## src/design/tsadd_pkg.sv

```systemverilog
// Shared beat types and binary64 constants for the TwoSum unit.
package tsadd_pkg;

    localparam logic [63:0] F64_QNAN = 64'h7FF8_0000_0000_0000;
    localparam logic [63:0] F64_SIGN = 64'h8000_0000_0000_0000;
    localparam logic [10:0] EXP_MAX  = 11'h7FF;

    typedef struct packed {
        logic [63:0] a_bits;
        logic [63:0] b_bits;
        logic        last_in;
    } req_beat_t;

    typedef struct packed {
        logic [63:0] sum_bits;
        logic [63:0] error_bits;
        logic        last_out;
    } rsp_beat_t;

    typedef struct packed {
        logic [63:0] a;
        logic [63:0] b;
        logic [63:0] s;
        logic [63:0] bb;
        logic [63:0] t;
        logic [63:0] u;
        logic        last;
    } side_t;

endpackage

```

## src/design/tsadd_fadd_pipe.sv

```systemverilog
// Four-stage binary64 round-to-nearest-even adder with sideband and stall chain.
module tsadd_fadd_pipe (
    input  logic             clk,
    input  logic             rst_n,
    input  logic             up_valid,
    output logic             up_ready,
    input  logic [63:0]      x,
    input  logic [63:0]      y,
    input  tsadd_pkg::side_t up_side,
    output logic             dn_valid,
    input  logic             dn_ready,
    output logic [63:0]      result,
    output tsadd_pkg::side_t dn_side
);
    import tsadd_pkg::*;

    typedef struct packed {
        logic        spec;
        logic [63:0] spec_val;
        logic        sign;
        logic        same;
        logic [11:0] e;
        logic [52:0] ma;
        logic [52:0] mb;
        logic [10:0] d;
    } st1_t;

    typedef struct packed {
        logic        spec;
        logic [63:0] spec_val;
        logic        sign;
        logic        same;
        logic [11:0] e;
        logic [63:0] m;
    } st2_t;

    typedef struct packed {
        logic        spec;
        logic [63:0] spec_val;
        logic        sign;
        logic        zero;
        logic [11:0] e;
        logic [62:0] m;
        logic [5:0]  sh;
    } st3_t;

    function automatic logic [5:0] lzc63(input logic [62:0] v);
        logic [5:0] n;
        n = 6'd63;
        for (int i = 0; i < 63; i++)
        begin
            if (v[i])
            begin
                n = 6'(62 - i);
            end
        end
        return n;
    endfunction

    logic v1_reg, v2_reg, v3_reg, v4_reg;
    logic en1, en2, en3, en4;
    st1_t st1_reg, st1_next;
    st2_t st2_reg, st2_next;
    st3_t st3_reg, st3_next;
    logic [63:0] res_reg, res_next;
    side_t sd1_reg, sd2_reg, sd3_reg, sd4_reg;

    assign en4      = !v4_reg || dn_ready;
    assign en3      = !v3_reg || en4;
    assign en2      = !v2_reg || en3;
    assign en1      = !v1_reg || en2;
    assign up_ready = en1;
    assign dn_valid = v4_reg;
    assign result   = res_reg;
    assign dn_side  = sd4_reg;

    always_ff @(posedge clk or negedge rst_n)
    begin
        if (!rst_n)
        begin
            v1_reg <= 1'b0;
            v2_reg <= 1'b0;
            v3_reg <= 1'b0;
            v4_reg <= 1'b0;
        end
        else
        begin
            if (en1) v1_reg <= up_valid;
            if (en2) v2_reg <= v1_reg;
            if (en3) v3_reg <= v2_reg;
            if (en4) v4_reg <= v3_reg;
        end
    end

    always_ff @(posedge clk)
    begin
        if (en1)
        begin
            st1_reg <= st1_next;
            sd1_reg <= up_side;
        end
        if (en2)
        begin
            st2_reg <= st2_next;
            sd2_reg <= sd1_reg;
        end
        if (en3)
        begin
            st3_reg <= st3_next;
            sd3_reg <= sd2_reg;
        end
        if (en4)
        begin
            res_reg <= res_next;
            sd4_reg <= sd3_reg;
        end
    end

    // stage 1: specials, magnitude swap, exponent difference
    always_comb
    begin
        logic        xm, ym, nx, ny;
        logic [63:0] hi, lo;
        logic [10:0] ea, eb;
        xm = x[62:52] == EXP_MAX;
        ym = y[62:52] == EXP_MAX;
        nx = xm && (x[51:0] != 52'd0);
        ny = ym && (y[51:0] != 52'd0);
        if (x[62:0] >= y[62:0])
        begin
            hi = x;
            lo = y;
        end
        else
        begin
            hi = y;
            lo = x;
        end
        ea = (hi[62:52] == 11'd0) ? 11'd1 : hi[62:52];
        eb = (lo[62:52] == 11'd0) ? 11'd1 : lo[62:52];
        st1_next.sign = hi[63];
        st1_next.same = hi[63] == lo[63];
        st1_next.e    = {1'b0, ea};
        st1_next.ma   = {hi[62:52] != 11'd0, hi[51:0]};
        st1_next.mb   = {lo[62:52] != 11'd0, lo[51:0]};
        st1_next.d    = ea - eb;
        st1_next.spec = 1'b1;
        if (nx || ny)
            st1_next.spec_val = F64_QNAN;
        else if (xm)
            st1_next.spec_val = (ym && (x[63] != y[63])) ? F64_QNAN : x;
        else if (ym)
            st1_next.spec_val = y;
        else
        begin
            st1_next.spec     = 1'b0;
            st1_next.spec_val = 64'd0;
        end
    end

    // stage 2: align with sticky, add or subtract
    always_comb
    begin
        logic [63:0] maw, mbw, mbs;
        maw = {1'b0, st1_reg.ma, 10'd0};
        mbw = {1'b0, st1_reg.mb, 10'd0};
        if (st1_reg.d >= 11'd64)
            mbs = {63'd0, |st1_reg.mb};
        else
            mbs = (mbw >> st1_reg.d[5:0])
                | {63'd0, (mbw & ((64'd1 << st1_reg.d[5:0]) - 64'd1)) != 64'd0};
        st2_next.spec     = st1_reg.spec;
        st2_next.spec_val = st1_reg.spec_val;
        st2_next.sign     = st1_reg.sign;
        st2_next.same     = st1_reg.same;
        st2_next.e        = st1_reg.e;
        st2_next.m        = st1_reg.same ? maw + mbs : maw - mbs;
    end

    // stage 3: carry fold or leading-zero count
    always_comb
    begin
        logic [62:0] mn;
        logic [11:0] en, em1;
        logic [5:0]  lz;
        if (st2_reg.same && st2_reg.m[63])
        begin
            mn = {st2_reg.m[63:2], st2_reg.m[1] | st2_reg.m[0]};
            en = st2_reg.e + 12'd1;
        end
        else
        begin
            mn = st2_reg.m[62:0];
            en = st2_reg.e;
        end
        lz  = lzc63(mn);
        em1 = en - 12'd1;
        st3_next.spec     = st2_reg.spec;
        st3_next.spec_val = st2_reg.spec_val;
        st3_next.sign     = st2_reg.sign;
        st3_next.zero     = !st2_reg.same && (st2_reg.m == 64'd0);
        st3_next.e        = en;
        st3_next.m        = mn;
        if (st2_reg.same)
            st3_next.sh = 6'd0;
        else if (em1 < {6'd0, lz})
            st3_next.sh = em1[5:0];
        else
            st3_next.sh = lz;
    end

    // stage 4: normalize, round, pack
    always_comb
    begin
        logic [62:0] mn;
        logic [11:0] en;
        logic [53:0] mr;
        logic        inc;
        mn  = st3_reg.m << st3_reg.sh;
        en  = st3_reg.e - {6'd0, st3_reg.sh};
        inc = (mn[9:0] > 10'h200) || ((mn[9:0] == 10'h200) && mn[10]);
        mr  = {1'b0, mn[62:10]} + {53'd0, inc};
        if (mr[53])
        begin
            mr = {1'b0, mr[53:1]};
            en = en + 12'd1;
        end
        if (st3_reg.spec)
            res_next = st3_reg.spec_val;
        else if (st3_reg.zero)
            res_next = 64'd0;
        else if (en >= {1'b0, EXP_MAX})
            res_next = {st3_reg.sign, EXP_MAX, 52'd0};
        else
            res_next = {st3_reg.sign, mr[52] ? en[10:0] : 11'd0, mr[51:0]};
    end

endmodule

```

## config.mk

```make
export PLATFORM = sky130hd
export DESIGN_NAME = tsadd_fadd_pipe
export DESIGN_NICKNAME = d
export VERILOG_FILES = /design/src/design/tsadd_pkg.sv /design/src/design/tsadd_fadd_pipe.sv
export SDC_FILE = /design/constraint.sdc
export NUM_CORES = 2
export LEC_CHECK = 0
export BUFFER_PORTS_ARGS = -buffer_cell sky130_fd_sc_hd__buf_2
export CORE_AREA = 2 2 501 503
export DETAILED_ROUTE_END_ITERATION = 12
export DIE_AREA = 0 0 503 505
export GPL_ROUTABILITY_DRIVEN = 0
export HOLD_SLACK_MARGIN = 0.1
export SLEW_MARGIN = 20
export SYNTH_ARGS = -nofsm -noshare
export SYNTH_HDL_FRONTEND = slang
export SYNTH_SLANG_ARGS = --single-unit
```

## constraint.sdc

```tcl
create_clock -name clk -period 24.5 [get_ports clk]
set_input_delay 4.9 -clock clk [delete_from_list [all_inputs] [get_ports clk]]
set_output_delay 4.9 -clock clk [all_outputs]
set_load 0.01 [all_outputs]
```

==> reports/qor.yml <==
yosys.cell_types.count: 103
drc: 0
worst_setup_path_start_kind: "input pin"
synth_most_common_cell: "edfxtp_1"
final-setup-viol-count: 0
worstSetupEndpointType: "primary output"
combinationalPowerShare_pct: 22.6
worst_setup_path_type: "in -> out"
cell_internal_power_dissipation_w: 0.007282
cts_inserted_buffers: 215
maximum_number_of_pins_on_one_net_before_global_route_repair: 152
route.detailed.wl_per_inst_um: 22.06
stdcell_area_sq_mm: 0.1024
cts_tree: "done"
clk_pin_slew_worst_paths_ns: 0.06
global_route.usage.total_pct: 16.86
timing.critical_path.arrival_ns: 6.52
maxCapViolCount: 0
r2r_slack_ns: 16.54
synth_area_per_cell_sq_um: 15.98
combinational_family_with_the_most_area_after_synthesis: "multiplexers"
worst_ep_required_time_ns: 19.60
post-route-period-util_pct: 46.63
irDropWorstVdd_v: 0.00007446
critical_path_peak_fanout: 5
hold_path_class: "reg -> reg"
cts_repair_resize_count: 0
final_period_minus_worst_setup_slack_ns: 11.42
wire_length_of_the_first_global_routing_pass_mm: 322.3
synth_simple_gate_area_share_pct: 6.845
netlist_area_sq_mm: 0.08646
grt_setup_unrepaired: "no"
register_area_share_after_synthesis_pct: 72.67
xor_and_xnor_area_share_after_synthesis_pct: 1.530
via_cell_ratio: 5.003
route.vias.total: 50242
area_growth_pct: 18.48
drt_first_pass_iters: 6
post_synth_top_flop: "edfxtp_1"
synth-compound-area-share_pct: 6.224
htree_levels: 4
postSynth.asyncResetShare_pct: 0.1911
crit_top_cell: "buf_2"
ios: 968
drive_gt1_share_pct: 25.47
ys_warn_count: 0
die-height_um: 505
path_cells: "buf_2 -> nor2b_4 -> nand4_1 -> buf_2"
seq_power_share_pct: 46.8
grt_antenna_before_repair: 39
cts_setup_buffers: 0
netlist_instances: 5410
synth_largest_type_area_fraction_pct: 72.56
coreArea_sq_mm: 0.2482
hold_ws_ns: 0.3547
clock.fmax_mhz: 87.53
dp.cells: 9616
muxShareOfSynthArea_pct: 7.601
maxSlewViolCount: 0
drt_iter0_drc: 5294
largest_delay_contributor_family_on_the_critical_path: "simple AND/OR/NAND/NOR gates"
cts_hold_buffers: 0
rows: 183
starting_density_of_the_core_pct: 34.83
net-switching-power_w: 0.003132
power-per-cell-area_mw_per_mm2: 101.7
max_slew.worst_pin.slew_ns: 1.286
number_of_clock_sinks: 2093
fin_cells: 10043
worst_skew_pair.late_latency_ns: 0.89
slowest_delay_ns: 0.76
sw_frac_of_total_pct: 30.08
buffer_ports.inserted: 967
synth_largest_area_cell: "edfxtp_1"
run_status: "completed"
clkPwrFrac_pct: 30.6
timing.final.hold_violations: 0
die_x_um: 503
die-area_sq_mm: 0.2540
placed_area_sq_mm: 0.09531
clk_root_buffer_cell: "clkbuf_16"
hpwl_mm: 161.3
globalRouteOverflowTotal: 0
detail-route-antenna-nets: 0
crit_path_max_delay_cell_type: "nand4_1"
via_count_of_the_first_global_routing_pass: 48805
slew_headroom_pct: 14.30
max-clock-path-buffers: 3
yosys.area_share.adder_pct: 2.915
synth_top_cells_by_area: "edfxtp_1 73%, mux4_2 4.0%, ha_1 2.8%"
route.final.wire_length_mm: 221.6
synth_edf_count: 2089
synth_common_cells: "2,089 x edfxtp_1, 391 x nand2_1, 300 x nor2_1"
ys_seq_elements: 2093
p_leak_nw: 39.18
postLayoutCoreUtil_pct: 41.27
clock_skew_ns: 0.1138
worst-path-buf-inv: 2
finish.net_count: 7218
[layout by cell type, fill, tap and decap left out, types with 21 or more instances in the layout]
cell type | Yosys | final
a211oi_1 | 27 | 27
a21o_1 | 56 | 56
a21oi_1 | 191 | 191
a31oi_1 | 29 | 29
and2_1 | 21 | 21
and3_1 | 21 | 21
buf_2 | 29 | 967
buf_4 | 10 | 58
clkbuf_1 | 127 | 36
clkbuf_16 | 0 | 215
clkinv_1 | 1 | 56
clkinv_2 | 0 | 40
conb_1 | 1 | 51
diode_2 | 0 | 26
edfxtp_1 | 2089 | 2089
ha_1 | 195 | 195
inv_1 | 262 | 260
mux2_2 | 120 | 120
mux2i_1 | 166 | 166
mux4_2 | 153 | 153
nand2_1 | 391 | 389
nand2b_1 | 46 | 46
nand3_1 | 83 | 82
nand4_1 | 59 | 59
nor2_1 | 300 | 299
nor2b_1 | 33 | 32
nor3_1 | 69 | 67
nor4_1 | 77 | 77
o211ai_1 | 23 | 23
o21a_1 | 26 | 26
o21ai_0 | 210 | 210
o21ai_1 | 23 | 22
o21bai_1 | 24 | 24
o22ai_1 | 28 | 28
o31ai_1 | 24 | 24
or2_2 | 32 | 32
xnor2_1 | 108 | 108
xor2_1 | 43 | 43
[cell families after synthesis]
kind of cell | Yosys count
other cells | 1
mux | 444
xor+xnor | 151
fa+ha+maj | 200
simple gates | 1218
compound gates | 835
buf+inv | 468
flops | 2093
[worst register-to-register path: stages (launching register included)]
cell	delay, ns
edfxtp_1	0.32
buf_4	0.43
buf_4	0.77
mux4_2	0.69
mux2_2	0.32
mux2i_1	0.33
nor2_1	0.09
nor2_1	0.13
nor2_1	0.04
o21ai_0	0.47
ha_1	0.43
nor3_1	0.25
nor3b_1	0.35
o21a_1	0.18
a21oi_1	0.19
o2111ai_1	0.39
nand3_1	0.17
a31oi_1	0.27
a31oi_1	0.19
o21ai_0	0.51
a31oi_1	0.32
o21ba_2	0.29
o31ai_1	0.19
a22o_1	0.19
xnor2_1	0.22
[layer usage]
layer | GRT usage, % | vias to the layer above | wire length [um]
li1 | - | 23080 | -
met1 | 22.93 | 24715 | 95120
met2 | 27.11 | 2067 | 103100
met3 | 4.068 | 354 | 18260
met4 | 4.175 | 26 | 4873
met5 | 0 | - | 183
[cell type report]
type / count / area [sq um]
inverter: 265 / 1003
sequential: 2093 / 62830
timing repair buffer: 1029 / 5355
multi-input combinational: 2899 / 21960
fill: 22558 / 145800
clock buffer: 252 / 5529
antenna: 26 / 65.06
clock inverter: 149 / 1529
tap: 3330 / 4167
[final timing paths]
check | startpoint | end | cells after the start
setup / recovery | dn_ready | up_ready | 4
hold / removal | sd1_reg[312]$_DFFE_PP_ | sd2_reg[312]$_DFFE_PP_ | 0
setup reg to reg | st1_reg[0]$_DFFE_PP_ | st2_reg[57]$_DFFE_PP_ | 24
hold reg to reg | sd1_reg[312]$_DFFE_PP_ | sd2_reg[312]$_DFFE_PP_ | 0
max in group asynchronous | rst_n | dn_valid$_DFFE_PN0P_ | 1
min in group asynchronous | rst_n | v2_reg$_DFFE_PN0P_ | 1
[power by group through the flow]
stage | clock network, W | logic (W) | registers (W)
6_report | 0.00318 | 0.00236 | 0.00488
5_1_grt | 0.00343 | 0.00254 | 0.00493
4_1_cts | 0.00328 | 0.00234 | 0.00488
3_5_place_dp | 0 | 0.00233 | 0.00495
3_3_place_gp | 0 | 0.00231 | 0.00492
2_1_floorplan | 0 | 0.00147 | 0.00510
[through the flow]
step,setup slack (ns),TNS [ns],total power [W]
after floorplan,-2.964,-1720.41,0.006573
after global placement,12.85,0,0.007237
after detailed placement,12.85,0,0.007284
after CTS,12.84,0,0.01050
after global routing,12.97,0,0.01090
final,13.08,0,0.01041
No activity file was read; power rests on OpenSTA's default activity.
